<file path="config.mk">
export PLATFORM = sky130hd
export DESIGN_NAME = ndef_message_parser_core_flat
export DESIGN_NICKNAME = d
export VERILOG_FILES = /design/src/rtl/core/ndp_pkg.sv /design/src/rtl/core/ndp_in_if.sv /design/src/rtl/core/ndp_out_if.sv /design/src/rtl/core/ndef_message_parser_core.sv /design/src/rtl/core/ndp_step.sv /design/src/rtl/core/ndp_obuf.sv /design/src/flat_wrapper.sv
export SDC_FILE = /design/constraint.sdc
export NUM_CORES = 1
export LEC_CHECK = 0
export BUFFER_PORTS_ARGS = -buffer_cell sky130_fd_sc_hd__buf_2
export CAP_MARGIN = 10
export CELL_PAD_IN_SITES_DETAIL_PLACEMENT = 0
export CELL_PAD_IN_SITES_GLOBAL_PLACEMENT = 2
export CORE_MARGIN = 1
export CORE_UTILIZATION = 44
export DETAILED_ROUTE_END_ITERATION = 12
export PLACE_DENSITY = 0.87
export SYNTH_ARGS = -nofsm -noshare
export SYNTH_HDL_FRONTEND = slang
export SYNTH_SLANG_ARGS = --single-unit
export TNS_END_PERCENT = 1
</file>
<file path="constraint.sdc">
create_clock -name clk -period 10.1 [get_ports clk]
set_clock_uncertainty 0.1 [all_clocks]
set_input_delay 0.505 -clock clk [delete_from_list [all_inputs] [get_ports clk]]
set_output_delay 0.505 -clock clk [all_outputs]
set_load 0.01 [all_outputs]
</file>
<file path="src/rtl/core/ndp_pkg.sv">
package ndp_pkg;

	// section tags, also used as the parser phase
	typedef enum logic [2:0] {
		SEC_HEADER  = 3'd0,
		SEC_TYPELEN = 3'd1,
		SEC_PAYLEN  = 3'd2,
		SEC_IDLEN   = 3'd3,
		SEC_TYPE    = 3'd4,
		SEC_ID      = 3'd5,
		SEC_PAYLOAD = 3'd6,
		SEC_IGNORE  = 3'd7
	} sec_t;

	typedef enum logic [1:0] {
		ST_BUSY  = 2'd0,
		ST_VALID = 2'd1,
		ST_ERROR = 2'd2
	} status_t;

	// header byte bit positions
	localparam int unsigned HDR_MB = 7;
	localparam int unsigned HDR_ME = 6;
	localparam int unsigned HDR_SR = 4;
	localparam int unsigned HDR_IL = 3;

	localparam logic [2:0] TNF_EMPTY     = 3'd0;
	localparam logic [2:0] TNF_UNKNOWN   = 3'd5;
	localparam logic [2:0] TNF_UNCHANGED = 3'd6;

	// last byte of a long payload length
	localparam logic [1:0] LEN_LAST = 2'd3;

	localparam logic [7:0] REC_MAX = 8'hff;

	typedef struct packed {
		sec_t        phase;
		logic [7:0]  header;
		logic [7:0]  type_len;
		logic [31:0] pay_len;
		logic [7:0]  id_len;
		logic [1:0]  len_cnt;
		logic [31:0] remaining;
		logic [7:0]  rec_cnt;
		logic        error_seen;
		logic        ended;
		logic        first_pending;
	} state_t;

	localparam state_t STATE_RESET = '{
		phase:         SEC_HEADER,
		header:        8'd0,
		type_len:      8'd0,
		pay_len:       32'd0,
		id_len:        8'd0,
		len_cnt:       2'd0,
		remaining:     32'd0,
		rec_cnt:       8'd0,
		error_seen:    1'b0,
		ended:         1'b0,
		first_pending: 1'b1
	};

	typedef struct packed {
		logic [7:0]  out_byte;
		sec_t        section;
		logic [7:0]  record_number;
		logic        header_done;
		logic [4:0]  record_flags;
		logic [2:0]  record_tnf;
		logic [7:0]  type_len;
		logic [31:0] payload_length;
		logic [7:0]  id_len;
		status_t     status;
	} result_t;

endpackage

</file>
<file path="src/rtl/core/ndp_in_if.sv">
interface ndp_in_if;
	logic       valid;
	logic       ready;
	logic [7:0] data_byte;
	logic       last_byte;

	modport source(output valid, output data_byte, output last_byte, input ready);
	modport sink(input valid, input data_byte, input last_byte, output ready);
endinterface

</file>
<file path="src/rtl/core/ndp_out_if.sv">
interface ndp_out_if;
	logic        valid;
	logic        ready;
	logic [7:0]  out_byte;
	logic [2:0]  section;
	logic [7:0]  record_number;
	logic        header_done;
	logic [4:0]  record_flags;
	logic [2:0]  record_tnf;
	logic [7:0]  type_len;
	logic [31:0] payload_length;
	logic [7:0]  id_len;
	logic [1:0]  status;

	modport source(output valid, output out_byte, output section, output record_number,
		output header_done, output record_flags, output record_tnf, output type_len,
		output payload_length, output id_len, output status, input ready);
	modport sink(input valid, input out_byte, input section, input record_number,
		input header_done, input record_flags, input record_tnf, input type_len,
		input payload_length, input id_len, input status, output ready);
endinterface

</file>
<file path="src/rtl/core/ndef_message_parser_core.sv">
// Streaming NDEF message parser: takes one raw message byte per item on raw and returns one
// tagged item per byte on parsed, with the section, record index, header flags, lengths and
// message status after that byte. One byte is accepted every cycle while the output buffer
// has space; the result is registered in that buffer. A two-entry output buffer (head plus
// skid register) keeps raw.ready independent of parsed.ready, so input stalls only once two
// results wait. The byte marked last_byte closes the message and the parser is ready for a
// new one on the next cycle. No clearing pass is needed after reset.
module ndef_message_parser_core (
	input  logic       clk,
	input  logic       arst_n,
	ndp_in_if.sink     raw,
	ndp_out_if.source  parsed
);

	ndp_pkg::state_t  state_q;
	ndp_pkg::state_t  state_d;
	ndp_pkg::result_t step_res;
	ndp_pkg::result_t out_res;
	logic             accept;
	logic             space;

	assign accept = raw.valid && raw.ready;
	assign raw.ready = space;

	ndp_step u_step (
		.cur       (state_q),
		.data_byte (raw.data_byte),
		.last_byte (raw.last_byte),
		.nxt       (state_d),
		.res       (step_res)
	);

	always_ff @(posedge clk or negedge arst_n) begin
		if (!arst_n) begin
			state_q <= ndp_pkg::STATE_RESET;
		end else if (accept) begin
			state_q <= state_d;
		end
	end

	ndp_obuf u_obuf (
		.clk       (clk),
		.arst_n    (arst_n),
		.push      (accept),
		.push_data (step_res),
		.space     (space),
		.valid     (parsed.valid),
		.data      (out_res),
		.take      (parsed.ready)
	);

	assign parsed.out_byte = out_res.out_byte;
	assign parsed.section = out_res.section;
	assign parsed.record_number = out_res.record_number;
	assign parsed.header_done = out_res.header_done;
	assign parsed.record_flags = out_res.record_flags;
	assign parsed.record_tnf = out_res.record_tnf;
	assign parsed.type_len = out_res.type_len;
	assign parsed.payload_length = out_res.payload_length;
	assign parsed.id_len = out_res.id_len;
	assign parsed.status = out_res.status;

`ifndef ASSERT_OFF
	a_last_rearms: assert property (@(posedge clk) disable iff (!arst_n)
		accept && raw.last_byte |=> state_q.first_pending && state_q.phase == ndp_pkg::SEC_HEADER)
		else $error("parser not rearmed after last byte");
	a_error_ignores: assert property (@(posedge clk) disable iff (!arst_n)
		state_q.error_seen |-> state_q.phase == ndp_pkg::SEC_IGNORE)
		else $error("parsing continues after format error");
	a_end_ignores: assert property (@(posedge clk) disable iff (!arst_n)
		state_q.ended |-> state_q.phase == ndp_pkg::SEC_IGNORE)
		else $error("parsing continues after end record");
`endif

endmodule

</file>
<file path="src/rtl/core/ndp_step.sv">
module ndp_step (
	input  ndp_pkg::state_t  cur,
	input  logic [7:0]       data_byte,
	input  logic             last_byte,
	output ndp_pkg::state_t  nxt,
	output ndp_pkg::result_t res
);

	// move to the first non-empty data section after the given one, else end the record
	function automatic ndp_pkg::state_t advance(ndp_pkg::state_t st, ndp_pkg::sec_t after);
		ndp_pkg::state_t r;
		r = st;
		if (after < ndp_pkg::SEC_TYPE && st.type_len != 8'd0) begin
			r.phase = ndp_pkg::SEC_TYPE;
			r.remaining = {24'd0, st.type_len};
		end else if (after < ndp_pkg::SEC_ID && st.id_len != 8'd0) begin
			r.phase = ndp_pkg::SEC_ID;
			r.remaining = {24'd0, st.id_len};
		end else if (after < ndp_pkg::SEC_PAYLOAD && st.pay_len != 32'd0) begin
			r.phase = ndp_pkg::SEC_PAYLOAD;
			r.remaining = st.pay_len;
		end else if (st.header[ndp_pkg::HDR_ME]) begin
			r.ended = 1'b1;
			r.phase = ndp_pkg::SEC_IGNORE;
		end else begin
			r.phase = ndp_pkg::SEC_HEADER;
		end
		return r;
	endfunction

	ndp_pkg::state_t n;
	ndp_pkg::sec_t   sec;
	logic            hd;
	logic            complete;
	logic            adv;
	logic            bad;
	logic [31:0]     rem_dec;
	logic [2:0]      tnf;
	ndp_pkg::status_t st;

	assign rem_dec = (cur.remaining != 32'd0) ? cur.remaining - 32'd1 : cur.remaining;

	always_comb begin
		n = cur;
		sec = cur.phase;
		hd = 1'b0;
		complete = 1'b0;
		adv = 1'b0;
		case (cur.phase)
			ndp_pkg::SEC_HEADER: begin
				if (!cur.first_pending && cur.rec_cnt != ndp_pkg::REC_MAX)
					n.rec_cnt = cur.rec_cnt + 8'd1;
				n.header = data_byte;
				n.type_len = 8'd0;
				n.pay_len = 32'd0;
				n.id_len = 8'd0;
				n.len_cnt = 2'd0;
				if (cur.first_pending && (!data_byte[ndp_pkg::HDR_MB] ||
						data_byte[2:0] == ndp_pkg::TNF_UNCHANGED)) begin
					n.error_seen = 1'b1;
					n.phase = ndp_pkg::SEC_IGNORE;
				end else begin
					n.phase = ndp_pkg::SEC_TYPELEN;
				end
				n.first_pending = 1'b0;
			end
			ndp_pkg::SEC_TYPELEN: begin
				n.type_len = data_byte;
				n.pay_len = 32'd0;
				n.len_cnt = 2'd0;
				n.phase = ndp_pkg::SEC_PAYLEN;
			end
			ndp_pkg::SEC_PAYLEN: begin
				n.pay_len = {cur.pay_len[23:0], data_byte};
				if (cur.header[ndp_pkg::HDR_SR] || cur.len_cnt == ndp_pkg::LEN_LAST) begin
					if (cur.header[ndp_pkg::HDR_IL]) begin
						n.phase = ndp_pkg::SEC_IDLEN;
					end else begin
						hd = 1'b1;
						complete = 1'b1;
					end
				end else begin
					n.len_cnt = cur.len_cnt + 2'd1;
				end
			end
			ndp_pkg::SEC_IDLEN: begin
				n.id_len = data_byte;
				hd = 1'b1;
				complete = 1'b1;
			end
			ndp_pkg::SEC_TYPE, ndp_pkg::SEC_ID, ndp_pkg::SEC_PAYLOAD: begin
				n.remaining = rem_dec;
				adv = (rem_dec == 32'd0);
			end
			default: begin
				sec = ndp_pkg::SEC_IGNORE;
				n.error_seen = 1'b1;
				n.phase = ndp_pkg::SEC_IGNORE;
			end
		endcase

		tnf = n.header[2:0];
		bad = (tnf == ndp_pkg::TNF_EMPTY &&
				(n.type_len != 8'd0 || n.id_len != 8'd0 || n.pay_len != 32'd0)) ||
			(tnf == ndp_pkg::TNF_UNKNOWN && n.type_len != 8'd0);
		if (complete) begin
			if (bad) begin
				n.error_seen = 1'b1;
				n.phase = ndp_pkg::SEC_IGNORE;
			end else begin
				n = advance(n, ndp_pkg::SEC_IDLEN);
			end
		end
		if (adv)
			n = advance(n, sec);

		if (n.error_seen)
			st = ndp_pkg::ST_ERROR;
		else if (n.ended)
			st = ndp_pkg::ST_VALID;
		else if (last_byte)
			st = ndp_pkg::ST_ERROR;
		else
			st = ndp_pkg::ST_BUSY;

		res.out_byte = data_byte;
		res.section = sec;
		res.record_number = n.rec_cnt;
		res.header_done = hd;
		res.record_flags = n.header[7:3];
		res.record_tnf = n.header[2:0];
		res.type_len = n.type_len;
		res.payload_length = n.pay_len;
		res.id_len = n.id_len;
		res.status = st;

		// the last byte closes the message and rearms for the next one
		nxt = last_byte ? ndp_pkg::STATE_RESET : n;
	end

endmodule

</file>
<file path="src/rtl/core/ndp_obuf.sv">
module ndp_obuf (
	input  logic             clk,
	input  logic             arst_n,
	input  logic             push,
	input  ndp_pkg::result_t push_data,
	output logic             space,
	output logic             valid,
	output ndp_pkg::result_t data,
	input  logic             take
);

	logic             main_v_q;
	logic             skid_v_q;
	ndp_pkg::result_t main_q;
	ndp_pkg::result_t skid_q;
	logic             main_free;

	assign main_free = !main_v_q || take;
	assign space = !skid_v_q;
	assign valid = main_v_q;
	assign data = main_q;

	always_ff @(posedge clk or negedge arst_n) begin
		if (!arst_n) begin
			main_v_q <= 1'b0;
			skid_v_q <= 1'b0;
		end else if (main_free) begin
			if (skid_v_q) begin
				main_v_q <= 1'b1;
				skid_v_q <= 1'b0;
			end else begin
				main_v_q <= push;
			end
		end else if (push) begin
			skid_v_q <= 1'b1;
		end
	end

	always_ff @(posedge clk) begin
		if (main_free) begin
			main_q <= skid_v_q ? skid_q : push_data;
		end else if (push) begin
			skid_q <= push_data;
		end
	end

`ifndef ASSERT_OFF
	a_skid_behind_main: assert property (@(posedge clk) disable iff (!arst_n)
		skid_v_q |-> main_v_q) else $error("skid item without head item");
	a_no_push_when_full: assert property (@(posedge clk) disable iff (!arst_n)
		!(push && skid_v_q)) else $error("item pushed into full output buffer");
	a_head_kept: assert property (@(posedge clk) disable iff (!arst_n)
		main_v_q && !take |=> main_v_q && $stable(main_q))
		else $error("unconsumed head item lost");
`endif

endmodule

</file>
<file path="src/flat_wrapper.sv">
// flat-port wrapper written by rule: the top's interface ports become plain ports
module ndef_message_parser_core_flat 
  (clk, arst_n, raw_valid, raw_data_byte, raw_last_byte, raw_ready, parsed_valid, parsed_out_byte, parsed_section, parsed_record_number, parsed_header_done, parsed_record_flags, parsed_record_tnf, parsed_type_len, parsed_payload_length, parsed_id_len, parsed_status, parsed_ready);
  ndp_in_if raw_i ();
  ndp_out_if parsed_i ();
  input  logic clk;
  input  logic arst_n;
  input wire logic [$bits(raw_i.valid)-1:0] raw_valid;
  input wire logic [$bits(raw_i.data_byte)-1:0] raw_data_byte;
  input wire logic [$bits(raw_i.last_byte)-1:0] raw_last_byte;
  output wire logic [$bits(raw_i.ready)-1:0] raw_ready;
  output wire logic [$bits(parsed_i.valid)-1:0] parsed_valid;
  output wire logic [$bits(parsed_i.out_byte)-1:0] parsed_out_byte;
  output wire logic [$bits(parsed_i.section)-1:0] parsed_section;
  output wire logic [$bits(parsed_i.record_number)-1:0] parsed_record_number;
  output wire logic [$bits(parsed_i.header_done)-1:0] parsed_header_done;
  output wire logic [$bits(parsed_i.record_flags)-1:0] parsed_record_flags;
  output wire logic [$bits(parsed_i.record_tnf)-1:0] parsed_record_tnf;
  output wire logic [$bits(parsed_i.type_len)-1:0] parsed_type_len;
  output wire logic [$bits(parsed_i.payload_length)-1:0] parsed_payload_length;
  output wire logic [$bits(parsed_i.id_len)-1:0] parsed_id_len;
  output wire logic [$bits(parsed_i.status)-1:0] parsed_status;
  input wire logic [$bits(parsed_i.ready)-1:0] parsed_ready;
  assign raw_i.valid = raw_valid;
  assign raw_i.data_byte = raw_data_byte;
  assign raw_i.last_byte = raw_last_byte;
  assign raw_ready = raw_i.ready;
  assign parsed_valid = parsed_i.valid;
  assign parsed_out_byte = parsed_i.out_byte;
  assign parsed_section = parsed_i.section;
  assign parsed_record_number = parsed_i.record_number;
  assign parsed_header_done = parsed_i.header_done;
  assign parsed_record_flags = parsed_i.record_flags;
  assign parsed_record_tnf = parsed_i.record_tnf;
  assign parsed_type_len = parsed_i.type_len;
  assign parsed_payload_length = parsed_i.payload_length;
  assign parsed_id_len = parsed_i.id_len;
  assign parsed_status = parsed_i.status;
  assign parsed_i.ready = parsed_ready;
  ndef_message_parser_core u_core (.clk(clk), .arst_n(arst_n), .raw(raw_i), .parsed(parsed_i));
endmodule
</file>
==> out/results.md <==
| Parameter | This run |
| --- | --- |
| Fraction of power spent switching nets | 40.29% |
| Number of synthesized register bits | 262 |
| Overall die width | 172.8 microns |
| Fin util | 50.51% |
| Final period utilization | 47.49% |
| Area occupied by multi-input gates | 0.005104 sq mm |
| Remaining global-route overflow | 0 |
| RSZ-0062 raised after global routing | no |
| Cell Int Power | 2.521 mW |
| Leakage Power | 5.965 nW |
| Root buffer selected by CTS | sky130_fd_sc_hd__clkbuf_16 |
| Part of the Yosys area used for sequential elements | 57.18% |
| Count of unresolved DRC violations after routing | 0 |
| Transition time at the pin with the least slew margin | 1060 ps |
| Distinct cell type count of the synthesized netlist | 74 |
| Clock network power share | 23.2% |
| Cell Area, Placed | 0.01362 sq mm |
| Synth async-reset ratio | 40.46% |
| Arrival @ worst endpoint | 5150 ps |
| Mapped cell area | 0.01283 sq mm |
| Starting utilization of the core area | 44.71% |
| Maximum resistive drop on vdd | 0.1586 mV |
| Setup violation total in the final timing report | 0 |
| Final wirelength | 36120 microns |
| Number of design-rule violations left by the first detailed-router iteration | 986 |
| Critical Path Sink Type | register |
| Required time of the critical path | 10450 ps |
| Gp weighted congestion | 0.8965 |
| Depth of the worst hold-timing path | 3 |
| Total number of H-tree levels | 1 |
| Number of cell rows | 62 |
| Routed wirelength normalized by instance count | 22.87 microns |
| Largest net degree at the start of global routing | 90 |
| Number of fill cells in the layout | 2607 |
| TritonCTS clock tree | built |
| DIE HEIGHT | 172.8 microns |
| Final #Nets | 1191 |
| Max FO, Critical Path | 33 |
| First-pass GRT wire length | 56750 microns |
| Worst reg-to-reg setup slack | 5300 ps |
| Relative area change from synthesis to final layout | 12.96% |
| Avg Inst Size Synth | 11.51 sq um |
| Number of enable-type register cells in the synthesized netlist | 156 |
| Terminating pin of the worst hold path | u_core.u_obuf.valid |
| Clk buf depth | 3 |
| Number of antenna violations at the first check in global routing | 0 |
| Most common flop cell mapped by yosys | sky130_fd_sc_hd__edfxtp_1 |
| Leading cell types in the layout, fill and taps excluded | 156 x sky130_fd_sc_hd__edfxtp_1, 105 x sky130_fd_sc_hd__dfrtp_1, 102 x sky130_fd_sc_hd__nand2_1 |
| TritonCTS Buffers | 27 |
| Number of pins exceeding their max-slew limit in the final report | 0 |
| Crit Path Class | register to register |
| Final cell area excluding filler cells | 0.01450 sq mm |
| Highest clock frequency the design can meet | 208.5 MHz |
| Maxcap violations | 0 |
| Net switching power of the design | 1.701 mW |
| Total routing usage reported by global routing | 24.27% |
| Startpoint of the worst hold path | raw_valid |
| WHS | 176.4 ps |
| Storage cell area | 0.007338 sq mm |
| Sequential share of power | 37.2% |
| Final-layout setup total negative slack | 0 ps |
| Remaining number of nets flagged by the antenna check after routing | 0 |
| Net count of the mapped netlist | 1131 |
| Count of endpoints failing hold in the final timing report | 0 |
| Mapped Cells | 1115 |
| Combinational share of power | 39.6% |
| Drt via density | 6.127 |
| Min Clock Period, post-route | 4797 ps |
| Worst rel slew slack | 29.36% |
| Total die area | 0.02985 sq mm |
| Via count | 9675 |
| Std-Cell Core Area | 0.02870 sq mm |
| Yosys warning count | 0 |
| Most common library cell in the layout ignoring fill and taps | sky130_fd_sc_hd__edfxtp_1 |
| Power density over cell area | 291.3 mW/mm^2 |
| Clock latency reported for the late side of the worst-skew pair | 530 ps |
| Hold Crit Class | input pin to register |
| Post-DP HPWL | 23950 microns |
| Clock sink count | 262 |
| Clock slew at the register clock pins of the worst setup and hold paths | 60 ps |
| Type of element launching the critical path | register |
| Reg2reg start | u_core.state_q[103] |
| Ant diodes | 0 |
| Port bufs | 92 |
| # Post-CTS Setup Buffers | 0 |
| Vias in the first global route | 9323 |
| Worst reg2reg path endpoint | u_core.state_q[19] |
| Proportion of layout cells with a drive suffix above 1 | 20.50% |
| First-pass iteration count of the detailed router | 5 |
| Result of the run | completed |
| Count of boundary I/O pins | 93 |
| Number of cells on the worst reg-to-reg path | 9 |
-- timing repair --
item                                   CTS  global route
endpoints found under the hold margin   38             0
hold buffers                             1             0
resized for setup                        0             0
-- cell type report --
type                       instances  share of cell area, %
multi-input combinational        744                  35.21
inverter                          31                 0.8027
tap                              384                  3.314
sequential                       262                  50.62
clock inverter                    10                 0.7164
timing repair buffer             109                  4.091
clock buffer                      39                  5.248
-- synth_stat cells, drive strengths merged, types with 7 or more instances --
master | n | area share, %
a22oi | 22 | 1.3
mux2 | 78 | 6.8
or3 | 10 | 0.49
inv | 29 | 0.85
nor2 | 42 | 1.2
xnor2 | 23 | 1.6
dfrtp | 105 | 20
nor3 | 29 | 1.1
nor2b | 7 | 0.34
or4 | 7 | 0.47
nand2 | 104 | 3.1
a221o | 8 | 0.62
xor2 | 12 | 0.82
a21oi | 43 | 1.7
o21ai | 101 | 3.9
a31oi | 11 | 0.54
buf | 11 | 0.49
o211ai | 10 | 0.58
a32oi | 21 | 1.4
nor4 | 22 | 1.1
edfxtp | 156 | 37
clkbuf | 67 | 2.0
nand3 | 26 | 1.1
a22o | 61 | 4.2
nand4 | 10 | 0.49
-- cells by family after synthesis --
| family | synth area share (%) |
|---|---|
| AOI/OAI and AO/OA | 18.16 |
| xor gates and xnor gates | 2.389 |
| adders and majority gates | 0.2925 |
| buffers and inverters | 3.354 |
| DFF | 57.18 |
| muxes | 7.312 |
| and+or+nand+nor | 11.31 |
-- per-stage QoR --
step / setup slack, ps / power, mW / instances
finish: 5303 / 4.223 / 1579
global placement: 5695 / 3.228 / 1529
CTS: 5506 / 4.208 / 1579
floorplan: 3609 / 2.712 / 1115
global route: 4920 / 4.461 / 1579
detailed placement: 5524 / 3.223 / 1529
-- routing by layer --
metal | vias to the layer above | share of wire (%) | track usage, %
met4 | 0 | 1.4 | 5.162
li1 | 4414 | - | -
met3 | 35 | 7.2 | 4.815
met2 | 385 | 46 | 37.30
met5 | - | 0 | 0
met1 | 4841 | 46 | 35.60
-- flip-flops by register name, summed over array words and instances (netlist names) --
| register | cells |
|---|---|
| u_core.u_obuf.valid | 1 |
| u_core.u_obuf.skid_q | 78 |
| u_core.u_obuf.skid_v_q | 1 |
| u_core.state_q | 104 |
| u_core.u_obuf.data | 78 |
-- power by group through the flow --
| stage | logic [mW] | clock network, mW | registers, mW |
|---|---|---|---|
| final | 1.67 | 0.979 | 1.57 |
| after global routing | 1.83 | 1.04 | 1.59 |
| after CTS | 1.65 | 0.995 | 1.56 |
| after detailed placement | 1.64 | 0 | 1.58 |
| after global placement | 1.65 | 0 | 1.58 |
| after floorplan | 1.21 | 0 | 1.50 |
-- worst max-delay path, stage by stage (launching register included) --
cell,delay (ps)
sky130_fd_sc_hd__dfrtp_1,990
sky130_fd_sc_hd__nor2b_1,380
sky130_fd_sc_hd__a32oi_1,290
sky130_fd_sc_hd__nand2_1,220
sky130_fd_sc_hd__nor4_1,790
sky130_fd_sc_hd__a21boi_0,270
sky130_fd_sc_hd__nor2_1,570
sky130_fd_sc_hd__and4_1,780
sky130_fd_sc_hd__o21ai_0,210
sky130_fd_sc_hd__o211ai_1,130
-- how the worst max path moves through the flow --
stage | start | endpoint | slack [ps] | cells after the start
finish | u_core.state_q[103] | u_core.state_q[19] | 5300 | 9
global route | u_core.state_q[103] | u_core.state_q[38] | 4920 | 9
CTS | u_core.state_q[103] | u_core.state_q[19] | 5510 | 9
detailed placement | u_core.state_q[103] | u_core.state_q[19] | 5520 | 9
global placement | u_core.state_q[101] | u_core.state_q[19] | 5700 | 9
floorplan | parsed_ready | u_core.u_obuf.skid_q[0] | 3610 | 2
Power figures use the tool's default switching activity.
